===== src/design/cpu_time_slice_scheduler_assert.svh =====
// Assertion macros shared by the scheduler RTL.
// Depends on a clock named clock and a synchronous reset named reset in scope.
`ifndef CPU_TIME_SLICE_SCHEDULER_ASSERT_SVH
`define CPU_TIME_SLICE_SCHEDULER_ASSERT_SVH

// Checked on every clock edge outside reset.
`define CTSS_ASSERT(lbl, prop, msg) \
   lbl: assert property (@(posedge clock) disable iff (reset) prop) else $error(msg);

// Checked on every clock edge, reset included.
`define CTSS_ASSERT_ALWAYS(lbl, prop, msg) \
   lbl: assert property (@(posedge clock) prop) else $error(msg);

`endif


===== src/design/ctss_pkg.sv =====
// Shared types, codes and helper functions of the time-slice scheduler.
// No dependencies; imported by cpu_time_slice_scheduler.
package ctss_pkg;

   localparam int MAX_PROC   = 8;
   localparam int MAX_LEVELS = 8;
   localparam int PROC_W     = $clog2(MAX_PROC);
   localparam int LVL_W      = $clog2(MAX_LEVELS);
   localparam int CNT_W      = $clog2(MAX_PROC + 1);
   localparam int LIST_AW    = LVL_W + PROC_W;
   localparam int TIME_W     = 12;
   localparam int VAL_W      = 8;
   localparam int NUM_W      = TIME_W + 2;
   localparam int DEN_W      = VAL_W + 1;
   localparam int PROD_W     = NUM_W + DEN_W + 1;
   localparam logic [TIME_W-1:0] TIME_MAX = '1;

   // Scheduling policy codes.
   localparam logic [2:0] POL_FCFS     = 3'd0;
   localparam logic [2:0] POL_RR       = 3'd1;
   localparam logic [2:0] POL_SPN      = 3'd2;
   localparam logic [2:0] POL_HRRN     = 3'd3;
   localparam logic [2:0] POL_MLFQ_FIX = 3'd4;
   localparam logic [2:0] POL_MLFQ_EXP = 3'd5;
   localparam logic [2:0] POL_STRIDE   = 3'd6;
   localparam logic [2:0] POL_SPARE    = 3'd7;

   // Request kinds.
   localparam logic KIND_LOAD = 1'b0;
   localparam logic KIND_TICK = 1'b1;

   // Configuration register indexes.
   localparam logic [1:0] CSR_POLICY  = 2'd0;
   localparam logic [1:0] CSR_QUANTUM = 2'd1;
   localparam logic [1:0] CSR_COUNT   = 2'd2;

   // One process table entry.
   typedef struct packed {
      logic [TIME_W-1:0] first_run;
      logic [VAL_W-1:0]  remaining;
      logic [VAL_W-1:0]  tickets;
      logic [VAL_W-1:0]  service;
      logic [VAL_W-1:0]  arrival;
   } proc_entry_type;

   localparam int ENTRY_W = $bits(proc_entry_type);

   typedef enum logic [3:0] {
      ST_IDLE,
      ST_ARR_RD,
      ST_ARR_CHK,
      ST_PREP,
      ST_PICK,
      ST_MLFQ_RD,
      ST_SC_LRD,
      ST_SC_PRD,
      ST_SC_MUL,
      ST_SC_CMP,
      ST_RUN_RD,
      ST_RUN_WR,
      ST_RM_RD,
      ST_RM_WR,
      ST_OUT
   } state_type;

   // Slice length for a policy at a feedback level.
   function automatic logic [VAL_W-1:0] quantum_for(input logic [2:0] pol,
                                                    input logic [LVL_W-1:0] lvl,
                                                    input logic [VAL_W-1:0] q);
      logic [VAL_W-1:0] r;
      if (pol == POL_MLFQ_EXP) begin
         if ({1'b0, lvl} >= (LVL_W + 1)'(VAL_W)) begin
            r = '1;
         end else begin
            r = VAL_W'(1) << lvl;
         end
      end else begin
         r = (q == '0) ? VAL_W'(1) : q;
      end
      return r;
   endfunction

endpackage


===== src/design/ctss_ram.sv =====
// Generic simple dual-port RAM with one write port and a registered read.
// No dependencies.
module ctss_ram #(
   parameter int DATA_W = 8,
   parameter int DEPTH  = 8
) (
   input  logic                     clock,
   input  logic                     wr_en,
   input  logic [$clog2(DEPTH)-1:0] wr_addr,
   input  logic [DATA_W-1:0]        wr_data,
   input  logic [$clog2(DEPTH)-1:0] rd_addr,
   output logic [DATA_W-1:0]        rd_data
);

   logic [DATA_W-1:0] mem [DEPTH];

   // Write port and registered read port.
   always_ff @(posedge clock) begin
      if (wr_en) begin
         mem[wr_addr] <= wr_data;
      end
      rd_data <= mem[rd_addr];
   end

endmodule


===== src/design/cpu_time_slice_scheduler.sv =====
// CPU time-slice scheduler. A load request (tuser 0) stores one process entry
// and returns no response. A tick request (tuser 1) runs one time unit and
// returns one response. A tick is worked out by a sequencer around two RAMs
// with registered reads (process table, ready lists): a read and an arrival
// check per taking-part process, then requeue and pick; when a choice is
// scanned, a list read, a table read, a cross multiply and a compare per
// ready-list entry; a read and a write to update the running process; when one
// is taken out of a list, a read and a write per entry moved, then the count
// drops; last the response is sent. Requests are taken one at a time; a
// finished response waits in the output register while the next request is
// accepted.
// Depends on ctss_pkg, ctss_ram and cpu_time_slice_scheduler_assert.svh.
`include "cpu_time_slice_scheduler_assert.svh"

module cpu_time_slice_scheduler
   import ctss_pkg::*;
(
   input  logic        clock,
   input  logic        reset,
   // Request channel.
   input  logic        req_tvalid,
   output logic        req_tready,
   input  logic [31:0] req_tdata,   // proc_index[2:0], arrival[10:3], service[18:11],
                                    // tickets[26:19], zero[31:27]
   input  logic        req_tuser,   // kind[0]
   // Response channel.
   output logic        rsp_tvalid,
   input  logic        rsp_tready,
   output logic [31:0] rsp_tdata,   // slot_time[11:0], running_proc[14:12], finished[15],
                                    // first_run_time[27:16], all_done[28], zero[31:29]
   output logic        rsp_tuser,   // idle[0]
   // Configuration port.
   input  logic        csr_we,
   input  logic [1:0]  csr_addr,
   input  logic [7:0]  csr_wdata
);

   state_type state_ff, state_in;

   logic [2:0]        policy_ff, policy_in;
   logic [VAL_W-1:0]  quantum_ff, quantum_in;
   logic [3:0]        count_ff, count_in;

   logic [MAX_PROC-1:0] started_ff, started_in;
   logic [MAX_PROC-1:0] done_ff, done_in;
   logic [CNT_W-1:0]    cnt_ff [MAX_LEVELS];
   logic [CNT_W-1:0]    cnt_in [MAX_LEVELS];
   logic [PROC_W-1:0]   cur_ff, cur_in;
   logic [LVL_W-1:0]    level_ff, level_in;
   logic [VAL_W-1:0]    slice_ff, slice_in;
   logic [TIME_W-1:0]   tick_ff, tick_in;
   logic                held_ff, held_in;

   logic [CNT_W-1:0]    idx_ff, idx_in;
   logic [PROC_W-1:0]   pos_ff, pos_in;
   logic [LVL_W-1:0]    rm_lvl_ff, rm_lvl_in;
   logic [PROC_W-1:0]   run_proc_ff, run_proc_in;
   logic                ran_ff, ran_in;
   logic                fin_ff, fin_in;
   logic [TIME_W-1:0]   frt_ff, frt_in;

   logic [PROC_W-1:0]        cand_ff, cand_in;
   logic [PROC_W-1:0]        best_proc_ff, best_proc_in;
   logic signed [NUM_W-1:0]  best_num_ff, best_num_in;
   logic [DEN_W-1:0]         best_den_ff, best_den_in;
   logic signed [NUM_W-1:0]  cand_num_ff, cand_num_in;
   logic [DEN_W-1:0]         cand_den_ff, cand_den_in;
   logic signed [PROD_W-1:0] prod_a_ff, prod_a_in;
   logic signed [PROD_W-1:0] prod_b_ff, prod_b_in;

   logic              rsp_valid_ff, rsp_valid_in;
   logic [31:0]       rsp_data_ff, rsp_data_in;
   logic              rsp_idle_ff, rsp_idle_in;

   // RAM ports.
   logic                 pr_we;
   logic [PROC_W-1:0]    pr_waddr, pr_raddr;
   proc_entry_type       pr_wdata, pr_rdata;
   logic                 lr_we;
   logic [LIST_AW-1:0]   lr_waddr, lr_raddr;
   logic [PROC_W-1:0]    lr_wdata, lr_rdata;

   // Helpers.
   logic [2:0]           pol;
   logic                 preempt;
   logic                 is_mlfq;
   logic [CNT_W-1:0]     n_eff;
   logic                 any_wait;
   logic                 mlfq_hit;
   logic [LVL_W-1:0]     mlfq_lvl;
   logic [MAX_PROC-1:0]  part_mask;
   logic                 push_en;
   logic [LVL_W-1:0]     push_lvl;
   logic [PROC_W-1:0]    push_val;
   logic                 better;
   logic                 take_cand;
   logic                 rm_need;
   logic                 run_fin;
   logic [PROC_W-1:0]    req_index;
   logic [VAL_W-1:0]     req_arrival, req_service, req_tickets;
   logic [LVL_W-1:0]     down_lvl;
   logic [CNT_W-1:0]     idx_next;
   proc_entry_type       run_entry;
   logic signed [NUM_W-1:0] cnum;
   logic [DEN_W-1:0]        cden;

   ctss_ram #(.DATA_W(ENTRY_W), .DEPTH(MAX_PROC)) u_proc_ram (
      .clock   (clock),
      .wr_en   (pr_we),
      .wr_addr (pr_waddr),
      .wr_data (pr_wdata),
      .rd_addr (pr_raddr),
      .rd_data (pr_rdata)
   );

   ctss_ram #(.DATA_W(PROC_W), .DEPTH(MAX_LEVELS * MAX_PROC)) u_list_ram (
      .clock   (clock),
      .wr_en   (lr_we),
      .wr_addr (lr_waddr),
      .wr_data (lr_wdata),
      .rd_addr (lr_raddr),
      .rd_data (lr_rdata)
   );

   assign req_index   = req_tdata[2:0];
   assign req_arrival = req_tdata[10:3];
   assign req_service = req_tdata[18:11];
   assign req_tickets = req_tdata[26:19];

   assign req_tready = (state_ff == ST_IDLE);
   assign rsp_tvalid = rsp_valid_ff;
   assign rsp_tdata  = rsp_data_ff;
   assign rsp_tuser  = rsp_idle_ff;

   // Policy decode and queue summaries.
   always_comb begin
      pol     = (policy_ff == POL_SPARE) ? POL_FCFS : policy_ff;
      preempt = (pol == POL_RR) || (pol == POL_MLFQ_FIX) || (pol == POL_MLFQ_EXP);
      is_mlfq = (pol == POL_MLFQ_FIX) || (pol == POL_MLFQ_EXP);
      n_eff   = (count_ff > 4'(MAX_PROC)) ? CNT_W'(MAX_PROC) : CNT_W'(count_ff);
      any_wait = 1'b0;
      mlfq_hit = 1'b0;
      mlfq_lvl = '0;
      for (int l = MAX_LEVELS - 1; l >= 0; l--) begin
         if (cnt_ff[l] != '0) begin
            any_wait = 1'b1;
            mlfq_hit = 1'b1;
            mlfq_lvl = LVL_W'(l);
         end
      end
      for (int i = 0; i < MAX_PROC; i++) begin
         part_mask[i] = (CNT_W'(i) < n_eff);
      end
      down_lvl = (level_ff == LVL_W'(MAX_LEVELS - 1)) ? level_ff : level_ff + 1'b1;
      idx_next = idx_ff + 1'b1;
   end

   // Sort key of the candidate entry as a fraction num/den.
   always_comb begin
      cnum = '0;
      cden = DEN_W'(1);
      unique case (pol)
         POL_SPN: begin
            cnum = NUM_W'(pr_rdata.remaining);
         end
         POL_HRRN: begin
            cnum = $signed({2'b00, tick_ff}) - $signed({(NUM_W - VAL_W)'(0), pr_rdata.arrival});
            cden = (pr_rdata.service == '0) ? DEN_W'(1) : DEN_W'(pr_rdata.service);
         end
         POL_STRIDE: begin
            cnum = (pr_rdata.service > pr_rdata.remaining) ?
                   NUM_W'(pr_rdata.service - pr_rdata.remaining) : '0;
            cden = (pr_rdata.tickets == '0) ? DEN_W'(1) : DEN_W'(pr_rdata.tickets);
         end
         default: begin
            cnum = '0;
            cden = DEN_W'(1);
         end
      endcase
      unique case (pol)
         POL_HRRN:            better = prod_a_ff > prod_b_ff;
         POL_SPN, POL_STRIDE: better = prod_a_ff < prod_b_ff;
         default:             better = 1'b0;
      endcase
      take_cand = (idx_ff == '0) || better;
   end

   // Sequencer: next state, RAM accesses and state updates.
   always_comb begin
      state_in     = state_ff;
      policy_in    = policy_ff;
      quantum_in   = quantum_ff;
      count_in     = count_ff;
      started_in   = started_ff;
      done_in      = done_ff;
      cnt_in       = cnt_ff;
      cur_in       = cur_ff;
      level_in     = level_ff;
      slice_in     = slice_ff;
      tick_in      = tick_ff;
      held_in      = held_ff;
      idx_in       = idx_ff;
      pos_in       = pos_ff;
      rm_lvl_in    = rm_lvl_ff;
      run_proc_in  = run_proc_ff;
      ran_in       = ran_ff;
      fin_in       = fin_ff;
      frt_in       = frt_ff;
      cand_in      = cand_ff;
      best_proc_in = best_proc_ff;
      best_num_in  = best_num_ff;
      best_den_in  = best_den_ff;
      cand_num_in  = cand_num_ff;
      cand_den_in  = cand_den_ff;
      prod_a_in    = prod_a_ff;
      prod_b_in    = prod_b_ff;
      rsp_valid_in = rsp_valid_ff && !rsp_tready;
      rsp_data_in  = rsp_data_ff;
      rsp_idle_in  = rsp_idle_ff;
      pr_we    = 1'b0;
      pr_waddr = req_index;
      pr_wdata = '0;
      pr_raddr = '0;
      lr_we    = 1'b0;
      lr_waddr = '0;
      lr_wdata = '0;
      lr_raddr = '0;
      push_en  = 1'b0;
      push_lvl = '0;
      push_val = '0;
      rm_need  = 1'b0;
      run_fin  = 1'b0;
      run_entry = pr_rdata;

      // Configuration writes.
      if (csr_we) begin
         unique case (csr_addr)
            CSR_POLICY:  policy_in  = csr_wdata[2:0];
            CSR_QUANTUM: quantum_in = csr_wdata;
            CSR_COUNT:   count_in   = csr_wdata[3:0];
            default:     ;
         endcase
      end

      unique case (state_ff)
         ST_IDLE: begin
            if (req_tvalid) begin
               if (req_tuser == KIND_LOAD) begin
                  pr_we    = 1'b1;
                  pr_waddr = req_index;
                  pr_wdata = '{first_run: '0, remaining: req_service, tickets: req_tickets,
                               service: req_service, arrival: req_arrival};
                  started_in[req_index] = 1'b0;
                  done_in[req_index]    = 1'b0;
               end else begin
                  idx_in   = '0;
                  state_in = (n_eff == '0) ? ST_PREP : ST_ARR_RD;
               end
            end
         end
         ST_ARR_RD: begin
            pr_raddr = idx_ff[PROC_W-1:0];
            state_in = ST_ARR_CHK;
         end
         ST_ARR_CHK: begin
            // Queue a process that arrives at this tick.
            if ({(TIME_W - VAL_W)'(0), pr_rdata.arrival} == tick_ff) begin
               push_en  = 1'b1;
               push_lvl = '0;
               push_val = idx_ff[PROC_W-1:0];
            end
            idx_in   = idx_next;
            state_in = (idx_next < n_eff) ? ST_ARR_RD : ST_PREP;
         end
         ST_PREP: begin
            // Stride gives the CPU back each tick; a used-up slice is requeued if another waits, else renewed.
            if (pol == POL_STRIDE && held_ff) begin
               push_en  = 1'b1;
               push_lvl = '0;
               push_val = cur_ff;
               held_in  = 1'b0;
            end else if (held_ff && preempt && slice_ff == '0) begin
               if ((pol == POL_RR) ? (cnt_ff[0] != '0) : any_wait) begin
                  push_en  = 1'b1;
                  push_lvl = (pol == POL_RR) ? '0 : down_lvl;
                  push_val = cur_ff;
                  held_in  = 1'b0;
               end else begin
                  slice_in = quantum_for(pol, level_ff, quantum_ff);
               end
            end
            state_in = ST_PICK;
         end
         ST_PICK: begin
            ran_in = 1'b1;
            fin_in = 1'b0;
            if (held_ff) begin
               run_proc_in = cur_ff;
               state_in    = ST_RUN_RD;
            end else if (is_mlfq) begin
               if (mlfq_hit) begin
                  lr_raddr  = {mlfq_lvl, PROC_W'(0)};
                  level_in  = mlfq_lvl;
                  slice_in  = quantum_for(pol, mlfq_lvl, quantum_ff);
                  rm_lvl_in = mlfq_lvl;
                  pos_in    = '0;
                  state_in  = ST_MLFQ_RD;
               end else begin
                  ran_in   = 1'b0;
                  state_in = ST_OUT;
               end
            end else if (cnt_ff[0] != '0) begin
               idx_in   = '0;
               state_in = ST_SC_LRD;
            end else begin
               ran_in   = 1'b0;
               state_in = ST_OUT;
            end
         end
         ST_MLFQ_RD: begin
            run_proc_in = lr_rdata;
            state_in    = ST_RUN_RD;
         end
         ST_SC_LRD: begin
            lr_raddr = {LVL_W'(0), idx_ff[PROC_W-1:0]};
            state_in = ST_SC_PRD;
         end
         ST_SC_PRD: begin
            cand_in  = lr_rdata;
            pr_raddr = lr_rdata;
            state_in = ST_SC_MUL;
         end
         ST_SC_MUL: begin
            // Cross products of the candidate and best keys.
            cand_num_in = cnum;
            cand_den_in = cden;
            prod_a_in   = cnum * $signed({1'b0, best_den_ff});
            prod_b_in   = best_num_ff * $signed({1'b0, cden});
            state_in    = ST_SC_CMP;
         end
         ST_SC_CMP: begin
            if (take_cand) begin
               best_proc_in = cand_ff;
               best_num_in  = cand_num_ff;
               best_den_in  = cand_den_ff;
               pos_in       = idx_ff[PROC_W-1:0];
            end
            idx_in = idx_next;
            if (idx_next < cnt_ff[0]) begin
               state_in = ST_SC_LRD;
            end else begin
               run_proc_in = take_cand ? cand_ff : best_proc_ff;
               rm_lvl_in   = '0;
               if (pol == POL_RR) begin
                  slice_in = quantum_for(pol, '0, quantum_ff);
               end
               state_in = ST_RUN_RD;
            end
         end
         ST_RUN_RD: begin
            pr_raddr = run_proc_ff;
            state_in = ST_RUN_WR;
         end
         ST_RUN_WR: begin
            // Charge one tick to the running process.
            cur_in  = run_proc_ff;
            held_in = (pol != POL_STRIDE);
            if (!started_ff[run_proc_ff]) begin
               run_entry.first_run     = tick_ff;
               started_in[run_proc_ff] = 1'b1;
            end
            run_fin = (run_entry.remaining <= VAL_W'(1));
            if (run_fin) begin
               run_entry.remaining  = '0;
               done_in[run_proc_ff] = 1'b1;
               held_in  = 1'b0;
               slice_in = '0;
            end else begin
               run_entry.remaining = run_entry.remaining - 1'b1;
               if (preempt && slice_ff != '0) begin
                  slice_in = slice_ff - 1'b1;
               end
            end
            pr_we    = 1'b1;
            pr_waddr = run_proc_ff;
            pr_wdata = run_entry;
            fin_in   = run_fin;
            frt_in   = run_entry.first_run;
            rm_need  = (pol == POL_STRIDE) ? run_fin : !held_ff;
            idx_in   = CNT_W'(pos_ff);
            state_in = rm_need ? ST_RM_RD : ST_OUT;
         end
         ST_RM_RD: begin
            // Close the gap left by the removed entry, one move at a time.
            if (idx_next < cnt_ff[rm_lvl_ff]) begin
               lr_raddr = {rm_lvl_ff, idx_next[PROC_W-1:0]};
               state_in = ST_RM_WR;
            end else begin
               cnt_in[rm_lvl_ff] = cnt_ff[rm_lvl_ff] - 1'b1;
               state_in = ST_OUT;
            end
         end
         ST_RM_WR: begin
            lr_we    = 1'b1;
            lr_waddr = {rm_lvl_ff, idx_ff[PROC_W-1:0]};
            lr_wdata = lr_rdata;
            idx_in   = idx_next;
            state_in = ST_RM_RD;
         end
         ST_OUT: begin
            if (!rsp_valid_ff || rsp_tready) begin
               rsp_valid_in = 1'b1;
               rsp_idle_in  = !ran_ff;
               rsp_data_in  = '0;
               rsp_data_in[11:0]  = tick_ff;
               rsp_data_in[14:12] = ran_ff ? run_proc_ff : '0;
               rsp_data_in[15]    = ran_ff && fin_ff;
               rsp_data_in[27:16] = ran_ff ? frt_ff : '0;
               rsp_data_in[28]    = ((done_ff & part_mask) == part_mask);
               if (tick_ff != TIME_MAX) begin
                  tick_in = tick_ff + 1'b1;
               end
               state_in = ST_IDLE;
            end
         end
         default: state_in = ST_IDLE;
      endcase

      // Shared list append; a full list drops the entry.
      if (push_en && cnt_ff[push_lvl] < CNT_W'(MAX_PROC)) begin
         lr_we    = 1'b1;
         lr_waddr = {push_lvl, cnt_ff[push_lvl][PROC_W-1:0]};
         lr_wdata = push_val;
         cnt_in[push_lvl] = cnt_ff[push_lvl] + 1'b1;
      end
   end

   // Control registers.
   always_ff @(posedge clock) begin
      if (reset) begin
         state_ff     <= ST_IDLE;
         policy_ff    <= POL_FCFS;
         quantum_ff   <= VAL_W'(2);
         count_ff     <= 4'd2;
         started_ff   <= '0;
         done_ff      <= '0;
         for (int l = 0; l < MAX_LEVELS; l++) begin
            cnt_ff[l] <= '0;
         end
         cur_ff       <= '0;
         level_ff     <= '0;
         slice_ff     <= '0;
         tick_ff      <= '0;
         held_ff      <= 1'b0;
         rsp_valid_ff <= 1'b0;
      end else begin
         state_ff     <= state_in;
         policy_ff    <= policy_in;
         quantum_ff   <= quantum_in;
         count_ff     <= count_in;
         started_ff   <= started_in;
         done_ff      <= done_in;
         cnt_ff       <= cnt_in;
         cur_ff       <= cur_in;
         level_ff     <= level_in;
         slice_ff     <= slice_in;
         tick_ff      <= tick_in;
         held_ff      <= held_in;
         rsp_valid_ff <= rsp_valid_in;
      end
   end

   // Working and payload registers.
   always_ff @(posedge clock) begin
      idx_ff       <= idx_in;
      pos_ff       <= pos_in;
      rm_lvl_ff    <= rm_lvl_in;
      run_proc_ff  <= run_proc_in;
      ran_ff       <= ran_in;
      fin_ff       <= fin_in;
      frt_ff       <= frt_in;
      cand_ff      <= cand_in;
      best_proc_ff <= best_proc_in;
      best_num_ff  <= best_num_in;
      best_den_ff  <= best_den_in;
      cand_num_ff  <= cand_num_in;
      cand_den_ff  <= cand_den_in;
      prod_a_ff    <= prod_a_in;
      prod_b_ff    <= prod_b_in;
      rsp_data_ff  <= rsp_data_in;
      rsp_idle_ff  <= rsp_idle_in;
   end

   // Checks on the sequencer.
   `CTSS_ASSERT(a_cnt0_bound, cnt_ff[0] <= CNT_W'(MAX_PROC), "ready list 0 overflow")
   `CTSS_ASSERT(a_fin_release, (state_ff == ST_RUN_WR && run_fin) |=> !held_ff, "held after end")
   `CTSS_ASSERT(a_stride_release, (state_ff == ST_RUN_WR && pol == POL_STRIDE) |=> !held_ff, "stride held")
   `CTSS_ASSERT_ALWAYS(a_tick_mono, !reset |=> (reset || tick_ff >= $past(tick_ff)), "tick went back")
   `CTSS_ASSERT(a_rsp_from_out, $rose(rsp_tvalid) |-> $past(state_ff == ST_OUT), "stray response")

endmodule

===== config.mk =====
export PLATFORM = sky130hd
export DESIGN_NAME = cpu_time_slice_scheduler
export DESIGN_NICKNAME = d
export VERILOG_FILES = /design/src/design/ctss_pkg.sv /design/src/design/ctss_ram.sv /design/src/design/cpu_time_slice_scheduler.sv
export VERILOG_INCLUDE_DIRS = /design/src /design/src/design
export SDC_FILE = /design/constraint.sdc
export NUM_CORES = 2
export LEC_CHECK = 0
export BUFFER_PORTS_ARGS = -buffer_cell sky130_fd_sc_hd__buf_2
export CORE_UTILIZATION = 30
export CTS_BUF_LIST = sky130_fd_sc_hd__clkbuf_4
export DETAILED_ROUTE_END_ITERATION = 10
export GPL_TIMING_DRIVEN = 0
export MAX_ROUTING_LAYER = met4
export PLACE_DENSITY = 0.44
export SYNTH_ARGS = -nofsm -noshare
export SYNTH_HDL_FRONTEND = slang
export SYNTH_SLANG_ARGS = --single-unit

===== constraint.sdc =====
create_clock -name clock -period 21.6 [get_ports clock]
set_clock_uncertainty 0.15 [all_clocks]
set_input_delay 2.16 -clock clock [delete_from_list [all_inputs] [get_ports clock]]
set_output_delay 2.16 -clock clock [all_outputs]
set_load 0.01 [all_outputs]

==> impl_metrics.env <==
export IMPL_status="finished, final reports clean"
export IMPL_async_flop_share=0
export IMPL_reg2reg_depth=25
export IMPL_wl_per_cell_um=21.8
export IMPL_antenna_found_initial=9
export IMPL_ys_flop_type="edfxtp_1"
export IMPL_min_period_over_period=0.425
export IMPL_finalSetupTns_ps=0
export IMPL_grt_pass1_vias=33800
export IMPL_layout_nets=4989
export IMPL_worstPathArrival_ps=9950
export IMPL_min_from="cand_num_ff[0]$_DFFE_PP_"
export IMPL_critPathRequiredTime_ps=22370
export IMPL_peakVddDrop_uv=43.8
export IMPL_cts_repair_resize_count=0
export IMPL_cts_hold_buf=0
export IMPL_timing_hold_violations_final=0
export IMPL_cp_common_cell="fa_1"
export IMPL_drc_errors=0
export IMPL_synthTopCellsByArea="edfxtp_1 (47%), fa_1 (7.9%), nand2_1 (6.8%)"
export IMPL_rr_startpoint="u_proc_ram.rd_data[25]$_DFF_P_"
export IMPL_cp_slowest_cell="a211oi_1"
export IMPL_drt_wl_total_um=147000
export IMPL_p_switching_mw=1.01
export IMPL_cts_root_buffer="clkbuf_4"
export IMPL_yosysMostFrequentCell="nand2_1"
export IMPL_yosys_warnings=0
export IMPL_p_int_mw=2.67
export IMPL_fp_dieH_um=389
export IMPL_worst_slack_ps=12420
export IMPL_whs_path_depth=0
export IMPL_vias=33865
export IMPL_crit_path_end_kind="flip-flop"
export IMPL_synth_common_cells="nand2_1 (816), edfxtp_1 (696), inv_1 (356), nand3_1 (356), nor2_1 (260)"
export IMPL_insertion_delay_ps=1310
export IMPL_clock_sinks=838
export IMPL_leakage_nw=20.0
export IMPL_die_area_sq_mm=0.151
export IMPL_drt_pass1_iter_count=6
export IMPL_finalPower_mw=3.68
export IMPL_start_util=0.303
export IMPL_fin_cells=6742
export IMPL_combPwrFrac=0.100
export IMPL_dp_cells=6311
export IMPL_design_area_sq_mm=0.0516
export IMPL_pin_count=83
export IMPL_grt_pass1_wl_um=220000
export IMPL_post_cts_buffers=0
export IMPL_finalWeightedCongestion=0.881
export IMPL_gr_usage_met2=0.305
export IMPL_cts_tree="done"
export IMPL_slowest_delay_ps=1200
export IMPL_drive_above_1_share=0.120
export IMPL_cts_buffers=224
export IMPL_cp_start_kind="flip-flop"
export IMPL_num_rows=141
export IMPL_worstSetupPathType="flip-flop to flip-flop"
export IMPL_grt_util_all_layers=0.200
export IMPL_dp_slack_ps=12710
export IMPL_synth_top_area_share=0.466
export IMPL_p_per_area_mw_per_mm2=71.2
export IMPL_slew_headroom=0.0476
export IMPL_cts_buffer_depth=3
export IMPL_h_tree_depth=4
export IMPL_syn_cell_area_sq_mm=0.0449
export IMPL_final_util=0.349
export IMPL_syn_area_per_cell_sq_um=10.5
export IMPL_use_met1=0.274
export IMPL_place_area_sq_mm=0.0485
export IMPL_pwr_share_clk=0.408
export IMPL_setup_violations=0
export IMPL_holdCritPathClass="flip-flop to flip-flop"
export IMPL_clkTransAtPathRegs_ps=70
export IMPL_rsz0062_at_grt="false"
export IMPL_core_sq_mm=0.148
export IMPL_place_hpwl_um=105000
export IMPL_r2r_end="prod_a_ff[20]$_DFFE_PP_"
export IMPL_drtIter0Drc=2510
export IMPL_yosysUniqueCellTypes=90
export IMPL_synth_edf_count=696
export IMPL_maxSlewViolCount=0
export IMPL_hold_ws_ps=243
export IMPL_hold_end="best_num_ff[0]$_DFFE_PP_"
export IMPL_max_cap_violations=0
export IMPL_fmax_mhz=109
export IMPL_critPathMaxFanout=9
export IMPL_postSynthCellCount=4273
export IMPL_fin_crit_ps=9180
export IMPL_regToRegSetupSlack_ps=12420
export IMPL_fp_dieW_um=389
export IMPL_worstMarginPinSlew_ps=1420
export IMPL_p_seq_frac=0.492
export IMPL_routed_via_density=5.02
export IMPL_use_met3=0.0305
export IMPL_synth_seq_cells=838
export IMPL_top_usage_layer="met2"
export IMPL_yosysTopAreaCell="edfxtp_1"
export IMPL_yosysSeqAreaShare=0.529
export IMPL_drtAntennaViolNets=0
export IMPL_grt_max_degree=35
export IMPL_switching_share=0.274
export IMPL_port_buffers=73
export IMPL_gr_total_overflow=0
export IMPL_area_growth_pct=15.1
==> worst max path at each step <==
| stage | from | slack, ps | end |
|---|---|---|---|
| after CTS | policy_ff[2]$_SDFFE_PP0P_ | 12600 | prod_b_ff[22]$_DFFE_PP_ |
| after floorplan | u_proc_ram.rd_data[25]$_DFF_P_ | 13880 | prod_a_ff[20]$_DFFE_PP_ |
| after detailed placement | policy_ff[2]$_SDFFE_PP0P_ | 12710 | prod_b_ff[22]$_DFFE_PP_ |
| final | u_proc_ram.rd_data[25]$_DFF_P_ | 12420 | prod_a_ff[20]$_DFFE_PP_ |
| after global placement | req_tuser | 9250 | u_proc_ram.mem[1][37]$_DFFE_PP_ |
| after global routing | u_proc_ram.rd_data[25]$_DFF_P_ | 12030 | prod_a_ff[20]$_DFFE_PP_ |
==> per-layer routing <==
metal / vias up / share of wire
met4: 0 / 0.023
met5: - / 0
met2: 941 / 0.46
met3: 205 / 0.048
li1: 15829 / -
met1: 16890 / 0.47
==> placed cells by master, fill, tap and decap left out, drive strengths merged, types with 16 or more instances in the layout <==
master / netlist / layout
fa: 176 / 176
nand2: 816 / 816
a21o: 18 / 18
and3: 21 / 21
edfxtp: 696 / 696
ha: 156 / 156
a21oi: 102 / 102
nor3: 48 / 48
nand3: 356 / 356
mux2i: 50 / 50
nor2: 260 / 260
dfxtp: 142 / 142
o21ai: 203 / 203
clkinv: 1 / 53
xnor2: 48 / 48
o31ai: 26 / 26
nor4: 22 / 22
nand4: 21 / 21
buf: 33 / 139
o21a: 28 / 28
nor2b: 22 / 22
a22o: 16 / 16
and2: 103 / 103
clkbuf: 170 / 529
a22oi: 22 / 22
inv: 357 / 362
a21boi: 33 / 33
a31oi: 33 / 33
a211oi: 56 / 56
o22ai: 21 / 21
==> critical path: cells and delay by family (launching register included) <==
family	cells	cell delay (ps)
compound gates	12	4400
xor+xnor	1	140
fa+ha+maj	7	3220
buf+inv	4	290
flops	1	500
simple gates	1	130
==> power by group through the flow <==
stage	sequential (mW)	clock [mW]	combinational (mW)
detailed placement	1.84	0	0.368
CTS	1.81	1.55	0.370
floorplan	1.83	0	0.228
finish	1.81	1.50	0.369
global placement	1.85	0	0.361
global route	1.81	1.63	0.409
==> registers in the layout (all words and copies together) (netlist names), 8 cells and up <==
| register | cells |
|---|---|
| started_ff | 8 |
| best_num_ff | 13 |
| cand_num_ff | 13 |
| tick_ff | 12 |
| cand_den_ff | 8 |
| prod_a_ff | 24 |
| u_proc_ram.mem | 352 |
| quantum_ff | 8 |
| best_den_ff | 8 |
| prod_b_ff | 23 |
| u_proc_ram.rd_data | 44 |
| cnt_ff | 32 |
| done_ff | 8 |
| rsp_tdata | 29 |
| slice_ff | 8 |
| u_list_ram.mem | 192 |
| frt_ff | 12 |
==> cell families after synthesis <==
group,count (synthesis),share of synthesized area
buf+inv,561,0.0475
compound gates,661,0.0961
other cells,1,0.0000836
flops,838,0.529
simple gates,1750,0.177
fa+ha+maj,332,0.122
xor+xnor,63,0.0123
mux,67,0.0162
==> cell type report <==
cell class / count / area [sq um]
fill: 15098 / 96400
sequential: 838 / 23700
multi-input combinational: 2876 / 19200
clock buffer: 357 / 2680
tap: 1930 / 2410
inverter: 358 / 1340
timing repair buffer: 108 / 1020
buffer: 203 / 790
clock inverter: 60 / 410
antenna: 12 / 30.0
Power figures use the tool's default switching activity.
